File: config.mk
export PLATFORM = sky130hd
export DESIGN_NAME = ycbcr_rgb_color_convert_top_flat
export DESIGN_NICKNAME = d
export VERILOG_FILES = /design/src/sv/ycc_pkg.sv /design/src/sv/ycc_in_if.sv /design/src/sv/ycc_out_if.sv /design/src/sv/ycc_lane.sv /design/src/sv/ycbcr_rgb_color_convert_top.sv /design/src/flat_wrapper.sv
export SDC_FILE = /design/constraint.sdc
export NUM_CORES = 2
export LEC_CHECK = 0
export BUFFER_PORTS_ARGS = -buffer_cell sky130_fd_sc_hd__buf_2
export CORE_UTILIZATION = 60
export DETAILED_ROUTE_END_ITERATION = 16
export GPL_TIMING_DRIVEN = 0
export PLACE_DENSITY = 0.73
export SLEW_MARGIN = 20
export SYNTH_ARGS = -nofsm -noshare
export SYNTH_HDL_FRONTEND = slang
export SYNTH_SLANG_ARGS = --single-unit
File: constraint.sdc
create_clock -name clk -period 8.38 [get_ports clk]
set_input_delay 1.676 -clock clk [delete_from_list [all_inputs] [get_ports clk]]
set_output_delay 1.676 -clock clk [all_outputs]
set_load 0.01 [all_outputs]
File: src/sv/ycc_pkg.sv
// Package of the color converter: widths, the stage enable struct and the
// fixed point coefficient and bias tables. Depends on nothing.
`timescale 1ns / 1ps

package ycc_pkg;

  localparam int PIX_W  = 8;
  localparam int OP_W   = 9;    // centered chroma or plain 8-bit component, signed
  localparam int COEF_W = 18;   // signed coefficient with 16 fractional bits
  localparam int FRAC_W = 16;
  localparam int SUM_W  = OP_W + COEF_W;  // product and sum width
  localparam int LANES  = 3;
  localparam int TAPS   = 3;

  typedef logic signed [OP_W-1:0]   op_t;
  typedef logic signed [COEF_W-1:0] coef_t;
  typedef logic signed [SUM_W-1:0]  sum_t;

  // Direction codes carried in the kind field.
  localparam logic KIND_YCC2RGB = 1'b0;
  localparam logic KIND_RGB2YCC = 1'b1;

  // Load enables of the four pipeline stages.
  typedef struct packed {
    logic s1;
    logic s2;
    logic s3;
    logic s4;
  } stage_en_t;

  // Coefficients indexed by kind, output lane and input tap.
  localparam coef_t COEF [2][LANES][TAPS] = '{
    '{ '{ 18'sd65536,   18'sd0,      18'sd91881 },
       '{ 18'sd65536,  -18'sd22553, -18'sd46802 },
       '{ 18'sd65536,   18'sd116130, 18'sd0     } },
    '{ '{ 18'sd19595,   18'sd38470,  18'sd7471  },
       '{-18'sd11058,  -18'sd21710,  18'sd32768 },
       '{ 18'sd32768,  -18'sd27439, -18'sd5329  } }
  };

  // Rounding and chroma offsets at 16 fractional bits.
  localparam sum_t BIAS [2][LANES] = '{
    '{ 27'sd32768, 27'sd32768,   27'sd32768   },
    '{ 27'sd32768, 27'sd8421376, 27'sd8421376 }
  };

endpackage

File: src/sv/ycc_in_if.sv
// Input channel of the color converter: one pixel word with its direction.
// Depends on nothing.
`timescale 1ns / 1ps

interface ycc_in_if;
  logic       valid;
  logic       ready;
  logic       kind;
  logic [7:0] in_a;
  logic [7:0] in_b;
  logic [7:0] in_c;

  modport source (output valid, output kind, output in_a, output in_b, output in_c,
                  input ready);
  modport sink   (input valid, input kind, input in_a, input in_b, input in_c,
                  output ready);
endinterface

File: src/sv/ycc_out_if.sv
// Result channel of the color converter: one converted pixel word.
// Depends on nothing.
`timescale 1ns / 1ps

interface ycc_out_if;
  logic       valid;
  logic       ready;
  logic [7:0] out_a;
  logic [7:0] out_b;
  logic [7:0] out_c;

  modport source (output valid, output out_a, output out_b, output out_c,
                  input ready);
  modport sink   (input valid, input out_a, input out_b, input out_c,
                  output ready);
endinterface

File: src/sv/ycc_lane.sv
// One output component of the converter: multiply, sum with bias, clamp.
// Depends on ycc_pkg.
`timescale 1ns / 1ps

module ycc_lane (
  input  logic                         clk,
  input  ycc_pkg::stage_en_t           en,
  input  ycc_pkg::op_t                 op_a,
  input  ycc_pkg::op_t                 op_b,
  input  ycc_pkg::op_t                 op_c,
  input  ycc_pkg::coef_t               coef_a,
  input  ycc_pkg::coef_t               coef_b,
  input  ycc_pkg::coef_t               coef_c,
  input  ycc_pkg::sum_t                bias,
  output logic [ycc_pkg::PIX_W-1:0]    res
);

  ycc_pkg::sum_t prod_a_r, prod_b_r, prod_c_r;
  ycc_pkg::sum_t prod_a_nxt, prod_b_nxt, prod_c_nxt;
  ycc_pkg::sum_t sum_r, sum_nxt;
  logic [ycc_pkg::PIX_W-1:0] res_r, res_nxt;

  always_comb begin
    prod_a_nxt = op_a * coef_a;
    prod_b_nxt = op_b * coef_b;
    prod_c_nxt = op_c * coef_c;
    sum_nxt    = prod_a_r + prod_b_r + prod_c_r + bias;
    // Floor to an integer, then clamp negative sums to 0 and large ones to 255.
    if (sum_r[ycc_pkg::SUM_W-1]) begin
      res_nxt = '0;
    end else if (|sum_r[ycc_pkg::SUM_W-2:ycc_pkg::FRAC_W+ycc_pkg::PIX_W]) begin
      res_nxt = '1;
    end else begin
      res_nxt = sum_r[ycc_pkg::FRAC_W+ycc_pkg::PIX_W-1:ycc_pkg::FRAC_W];
    end
  end

  always_ff @(posedge clk) begin
    if (en.s2) begin
      prod_a_r <= prod_a_nxt;
      prod_b_r <= prod_b_nxt;
      prod_c_r <= prod_c_nxt;
    end
    if (en.s3) begin
      sum_r <= sum_nxt;
    end
    if (en.s4) begin
      res_r <= res_nxt;
    end
  end

  assign res = res_r;

endmodule

File: src/sv/ycbcr_rgb_color_convert_top.sv
// Full-range BT.601 (JFIF) color converter between Y'CbCr and 8-bit RGB.
// Depends on ycc_pkg, ycc_in_if, ycc_out_if and ycc_lane.
//
// Use: each word on in_ch carries a kind bit and three 8-bit components.
// Kind 0 takes Y, Cb, Cr and returns R, G, B; kind 1 takes R, G, B and
// returns Y, Cb, Cr. Every accepted word yields exactly one word on out_ch,
// in order. Words move on a clock edge where valid and ready are both high.
//
// A word accepted on in_ch passes through four registered stages and
// raises out_ch.valid once it reaches the output register. An operand
// stage centers chroma, a multiply stage forms the nine products, a sum stage
// adds them with the rounding and offset constant, and a clamp stage floors
// and limits each component to 0..255 into the output register.
// Throughput is one pixel per cycle while out_ch.ready is high; each stage
// holds one word and passes it on as soon as the stage after it is free.
//
// Reset (rst_n low at a clock edge) empties all four stages; nothing else
// carries state. When the receiver holds out_ch.ready low, the output word
// stays stable and the earlier stages keep filling until all four are full,
// after which in_ch.ready drops. No word is lost or repeated by a stall.
`timescale 1ns / 1ps

module ycbcr_rgb_color_convert_top (
  input  logic         clk,
  input  logic         rst_n,
  ycc_in_if.sink       in_ch,
  ycc_out_if.source    out_ch
);

  // Stage valid bits.
  logic v1_r, v2_r, v3_r, v4_r;
  logic v1_nxt, v2_nxt, v3_nxt, v4_nxt;

  // A stage loads when it is empty or when the stage after it loads.
  ycc_pkg::stage_en_t en;

  // Operand stage payload.
  ycc_pkg::op_t op_a_r, op_b_r, op_c_r;
  ycc_pkg::op_t op_a_nxt, op_b_nxt, op_c_nxt;
  logic kind1_r, kind2_r;

  logic [ycc_pkg::PIX_W-1:0] res [ycc_pkg::LANES];

  always_comb begin
    en.s4 = !v4_r || out_ch.ready;
    en.s3 = !v3_r || en.s4;
    en.s2 = !v2_r || en.s3;
    en.s1 = !v1_r || en.s2;

    v1_nxt = en.s1 ? in_ch.valid : v1_r;
    v2_nxt = en.s2 ? v1_r : v2_r;
    v3_nxt = en.s3 ? v2_r : v3_r;
    v4_nxt = en.s4 ? v3_r : v4_r;

    // Y'CbCr input: luma stays unsigned, chroma is centered by flipping its
    // top bit and sign extending. RGB input: all three stay unsigned.
    if (in_ch.kind == ycc_pkg::KIND_YCC2RGB) begin
      op_a_nxt = {1'b0, in_ch.in_a};
      op_b_nxt = {~in_ch.in_b[7], ~in_ch.in_b[7], in_ch.in_b[6:0]};
      op_c_nxt = {~in_ch.in_c[7], ~in_ch.in_c[7], in_ch.in_c[6:0]};
    end else begin
      op_a_nxt = {1'b0, in_ch.in_a};
      op_b_nxt = {1'b0, in_ch.in_b};
      op_c_nxt = {1'b0, in_ch.in_c};
    end
  end

  always_ff @(posedge clk) begin
    if (!rst_n) begin
      v1_r <= 1'b0;
      v2_r <= 1'b0;
      v3_r <= 1'b0;
      v4_r <= 1'b0;
    end else begin
      v1_r <= v1_nxt;
      v2_r <= v2_nxt;
      v3_r <= v3_nxt;
      v4_r <= v4_nxt;
    end
  end

  always_ff @(posedge clk) begin
    if (en.s1) begin
      op_a_r  <= op_a_nxt;
      op_b_r  <= op_b_nxt;
      op_c_r  <= op_c_nxt;
      kind1_r <= in_ch.kind;
    end
    if (en.s2) begin
      kind2_r <= kind1_r;
    end
  end

  // One lane per output component; coefficients follow the operand stage's
  // kind, the bias follows the multiply stage's kind.
  for (genvar l = 0; l < ycc_pkg::LANES; l++) begin : g_lane
    ycc_lane u_lane (
      .clk    (clk),
      .en     (en),
      .op_a   (op_a_r),
      .op_b   (op_b_r),
      .op_c   (op_c_r),
      .coef_a (ycc_pkg::COEF[kind1_r][l][0]),
      .coef_b (ycc_pkg::COEF[kind1_r][l][1]),
      .coef_c (ycc_pkg::COEF[kind1_r][l][2]),
      .bias   (ycc_pkg::BIAS[kind2_r][l]),
      .res    (res[l])
    );
  end

  assign in_ch.ready  = en.s1;
  assign out_ch.valid = v4_r;
  assign out_ch.out_a = res[0];
  assign out_ch.out_b = res[1];
  assign out_ch.out_c = res[2];

endmodule

File: src/flat_wrapper.sv
// flat-port wrapper written by rule: the top's interface ports become plain ports
module ycbcr_rgb_color_convert_top_flat 
  (clk, rst_n, in_ch_valid, in_ch_kind, in_ch_in_a, in_ch_in_b, in_ch_in_c, in_ch_ready, out_ch_valid, out_ch_out_a, out_ch_out_b, out_ch_out_c, out_ch_ready);
  ycc_in_if in_ch_i ();
  ycc_out_if out_ch_i ();
  input  logic clk;
  input  logic rst_n;
  input wire logic [$bits(in_ch_i.valid)-1:0] in_ch_valid;
  input wire logic [$bits(in_ch_i.kind)-1:0] in_ch_kind;
  input wire logic [$bits(in_ch_i.in_a)-1:0] in_ch_in_a;
  input wire logic [$bits(in_ch_i.in_b)-1:0] in_ch_in_b;
  input wire logic [$bits(in_ch_i.in_c)-1:0] in_ch_in_c;
  output wire logic [$bits(in_ch_i.ready)-1:0] in_ch_ready;
  output wire logic [$bits(out_ch_i.valid)-1:0] out_ch_valid;
  output wire logic [$bits(out_ch_i.out_a)-1:0] out_ch_out_a;
  output wire logic [$bits(out_ch_i.out_b)-1:0] out_ch_out_b;
  output wire logic [$bits(out_ch_i.out_c)-1:0] out_ch_out_c;
  input wire logic [$bits(out_ch_i.ready)-1:0] out_ch_ready;
  assign in_ch_i.valid = in_ch_valid;
  assign in_ch_i.kind = in_ch_kind;
  assign in_ch_i.in_a = in_ch_in_a;
  assign in_ch_i.in_b = in_ch_in_b;
  assign in_ch_i.in_c = in_ch_in_c;
  assign in_ch_ready = in_ch_i.ready;
  assign out_ch_valid = out_ch_i.valid;
  assign out_ch_out_a = out_ch_i.out_a;
  assign out_ch_out_b = out_ch_i.out_b;
  assign out_ch_out_c = out_ch_i.out_c;
  assign out_ch_i.ready = out_ch_ready;
  ycbcr_rgb_color_convert_top u_core (.clk(clk), .rst_n(rst_n), .in_ch(in_ch_i), .out_ch(out_ch_i));
endmodule
==> parameters.txt <==
Parameter                              Value

Floorplanning
  Number of top-level pins    55
  Die H    259 um
  FP Rows    93
  Overall die width    259 um
  Starting density of the core    61.0%
  DIE AREA    66800 um^2
  Placeable core region    64700 um^2

Logic synthesis
  Primary flip-flop cell chosen by synthesis mapping    sky130_fd_sc_hd__edfxtp_1
  Number of standard cells after synthesis    3606
  Number of storage elements in the synthesis netlist    307
  Syn avg cell area    11.0 um^2
  Most used standard cells in the synthesized netlist    768 x sky130_fd_sc_hd__ha_1, 683 x sky130_fd_sc_hd__inv_1, 493 x sky130_fd_sc_hd__fa_1
  Synth Warn #    0
  Share of async-settable or async-resettable flops after synthesis    0%
  Share of Yosys cell area claimed by the top area cell type    25.0%
  EDFF count, synth    303
  Number of different library cells in the post-synthesis netlist    76
  Main area contributors after synthesis    sky130_fd_sc_hd__fa_1 25%, sky130_fd_sc_hd__ha_1 24%, sky130_fd_sc_hd__edfxtp_1 23%, sky130_fd_sc_hd__inv_1 6.5%, sky130_fd_sc_hd__xnor2_1 4.0%
  Library cell with the highest instance count after synthesis    sky130_fd_sc_hd__ha_1
  Dominant cell type by area after synthesis    sky130_fd_sc_hd__fa_1
  Register area share after synthesis    23.2%
  Post-synthesis instance area    39500 um^2

Global routing
  GR Util All Layers    29.2%
  Wire length of the first global-routing pass    147 mm
  Number of global-route vias before repair    26405
  Sum of overflow across all layers after global routing    0
  Initial antenna violation count    4
  Maximum number of pins on one net before global-route repair    96

Placed design
  HPWL after detailed placement    79.3 mm
  Placed standard-cell area    41100 um^2
  Count of input and output buffers    54
  Global placer's final weighted congestion    0.997

Worst setup path
  Critical Path Sink Type    flip-flop
  Maximum fanout encountered on the critical timing path    11
  Capture point of the worst reg-to-reg path    u_core.g_lane[2].u_lane.prod_b_r[23]
  Reg-to-Reg Start    u_core.kind1_r
  Crit path largest cell delay    800 ps
  Slowest cell on the critical path    sky130_fd_sc_hd__edfxtp_1
  Register-to-Register Path Depth    19
  Classification of the worst setup path    flip-flop to flip-flop
  Category of cells accounting for the largest share of critical-path delay    adder cells
  Cell occurring most often along the worst timing path    sky130_fd_sc_hd__fa_1
  Critical path required time    8650 ps
  Startpoint type of the worst setup path    flip-flop
  Worst-case register-to-register setup slack    90 ps
  Total buffers and inverters traversed by the critical path    4
  Worst setup path start    u_core.kind1_r
  Crit-path cells    clkbuf_2 -> clkbuf_2 -> clkbuf_2 -> nand2_1 -> inv_1 -> fa_1 -> ha_1 -> fa_1 -> fa_1 -> fa_1 -> ha_1 -> a21oi_2 -> o21bai_1 -> a2111oi_4 -> o31ai_2 -> a2111oi_4 -> o31ai_1 -> a21oi_1 -> xnor2_1
  Arrival time of the worst setup path    8560 ps

Min path
  Hold-critical path depth    2
  Worst Hold Launch    u_core.v2_r
  Worst hold path class    flip-flop to flip-flop
  Hold Crit Endpoint    u_core.v3_r

Clock network
  CTS tree    built
  Maximum level of the CTS H-tree    2
  Hold buffer count at CTS    0
  Clock-pin slew on the worst setup and hold paths    60 ps
  Buffers inserted during post-CTS setup optimization    0
  Clk buf depth    3
  Clk Tree Root Cell    sky130_fd_sc_hd__clkbuf_16
  # clock sinks    307
  Worst-skew pair later-pin latency    570 ps
  TritonCTS Buffers    39

Finish
  Final-layout fill cell count    5159
  Number of nets in the finished design    5032
  Layout area overhead    7.43%
  Storage element area    9180 um^2
  Share of layout cells above drive strength 1    4.85%
  Post-layout util    65.6%
  Multi-input gate area    27700 um^2
  Post-route cell area    42400 um^2

Drt
  Drt first pass iters    5
  Via count    25737
  Post-DR vias/cell    5.56
  Number of DRC markers in iteration 0    1584
  Number of DRC violations after detailed routing    0
  Remaining antenna violation count    0
  Routed wire length    93.5 mm
  Routed len/inst    20.2 um

Run status
  Status    finished, final reports clean

STA
  Final Hold Viols    0
  Max transition margin    28.7%
  RSZ-0062 raised after global routing    no
  Max-slew violation total from the final report    0
  Final worst path period need    8290 ps
  Transition time at the pin with the least slew margin    1060 ps
  Period utilization    98.9%
  Timing-limited maximum frequency    121 MHz
  Final worst clock skew    18.8 ps
  Final sum of negative setup slack    0 ps
  Setup violators final    0

Run
  Max-capacitance violation count    0

Pwr
  Power per cell area    431 nW/um^2
  Leak    0.0216 uW
  Overall power after layout    18300 uW
  VDD IR max    593 uV
==> layout make-up <==
cell class	instances	area share, %
Clock inverter	24	0.616
Clock buffer	45	2.40
Antenna cell	1	0.00590
Multi-Input combinational cell	2606	65.4
Tap cell	855	2.52
Inverter	684	6.08
Buffer	44	0.410
Timing Repair Buffer	60	0.944
Sequential cell	307	21.6
==> metrics by stage <==
stage | hold slack [ps] | instances | worst slack [ps]
global route | 547 | 4625 | 11.6
finish | 501 | 4626 | 88.7
detailed placement | 445 | 4557 | -1050
global placement | 428 | 4551 | -1100
CTS | 505 | 4625 | 18.5
floorplan | 424 | 3642 | 1610
==> kinds of logic (layout without fill, tap and decap cells) <==
kind of cell	after synthesis	in the layout	share of synthesized area [%]
xor gates and xnor gates	235	235	5.21
AOI/OAI and AO/OA	449	449	7.68
and+or+nand+nor	621	621	7.53
other	2	39	0.0190
DFF	307	307	23.2
buffers and inverters	729	857	6.93
adders and majority gates	1261	1261	49.3
muxes	2	2	0.0570
==> layout by cell type, fill, tap and decap left out, types with 25 or more instances in the layout <==
cell,n
sky130_fd_sc_hd__xor2_1,56
sky130_fd_sc_hd__nor2_1,210
sky130_fd_sc_hd__nand3_1,33
sky130_fd_sc_hd__a21o_1,57
sky130_fd_sc_hd__ha_1,768
sky130_fd_sc_hd__nor3_1,58
sky130_fd_sc_hd__edfxtp_1,303
sky130_fd_sc_hd__and3_1,29
sky130_fd_sc_hd__o21ai_0,72
sky130_fd_sc_hd__nand2_1,120
sky130_fd_sc_hd__clkbuf_16,40
sky130_fd_sc_hd__buf_2,54
sky130_fd_sc_hd__conb_1,38
sky130_fd_sc_hd__nand2b_1,50
sky130_fd_sc_hd__nor2b_1,35
sky130_fd_sc_hd__fa_1,493
sky130_fd_sc_hd__inv_1,680
sky130_fd_sc_hd__a21oi_1,128
sky130_fd_sc_hd__a31oi_1,25
sky130_fd_sc_hd__xnor2_1,176
sky130_fd_sc_hd__o21a_1,34
sky130_fd_sc_hd__clkbuf_1,37
==> how the worst max path moves through the flow <==
| stage | endpoint | slack, ps | cells after the start |
|---|---|---|---|
| after global placement | u_core.g_lane[2].u_lane.prod_b_r[25] | -1100 | 20 |
| after detailed placement | u_core.g_lane[2].u_lane.prod_b_r[25] | -1050 | 20 |
| after floorplan | u_core.g_lane[0].u_lane.prod_a_r[10] | 1610 | 3 |
| final | u_core.g_lane[2].u_lane.prod_b_r[23] | 90 | 19 |
| after global routing | u_core.g_lane[2].u_lane.prod_b_r[25] | 10 | 19 |
| after CTS | u_core.g_lane[2].u_lane.prod_b_r[25] | 20 | 19 |
==> layer usage <==
metal  global-route usage (%)  wire length, um
met4                     8.88             2950
met1                     40.9            41600
met3                     5.06             5850
met2                     46.5            43100
met5                        0                0
==> where the power goes <==
| group | switching [uW] | internal (uW) | total [uW] | leakage [uW] |
|---|---|---|---|---|
| registers | 364 | 3090 | 3460 | 0.00327 |
| logic | 7330 | 5790 | 13100 | 0.0177 |
| clock network | 713 | 1000 | 1720 | 0.000617 |
==> tightest hold or removal path, cell delays in order, from the launching register on <==
cell and delay, ps:
sky130_fd_sc_hd__dfxtp_1 330, sky130_fd_sc_hd__a21oi_1 50, sky130_fd_sc_hd__nor2b_1 90
==> flip-flops by register name, summed over array words and instances (netlist names) <==
signal,cells
u_core.g_lane.u_lane.prod_c_r,80
u_core.g_lane.u_lane.res,24
u_core.kind2_r,1
u_core.out_ch.valid,1
u_core.op_b_r,9
u_core.g_lane.u_lane.prod_a_r,60
u_core.g_lane.u_lane.prod_b_r,78
u_core.op_a_r,8
u_core.v3_r,1
u_core.v2_r,1
u_core.v1_r,1
u_core.op_c_r,9
u_core.kind1_r,1
u_core.g_lane.u_lane.sum_r,33
==> timing repair <==
item	4_1_cts	5_1_grt
resized for setup	6	7
gates cloned	0	0
endpoints found under the setup margin	44	9
(Power assumes the default switching activity.)
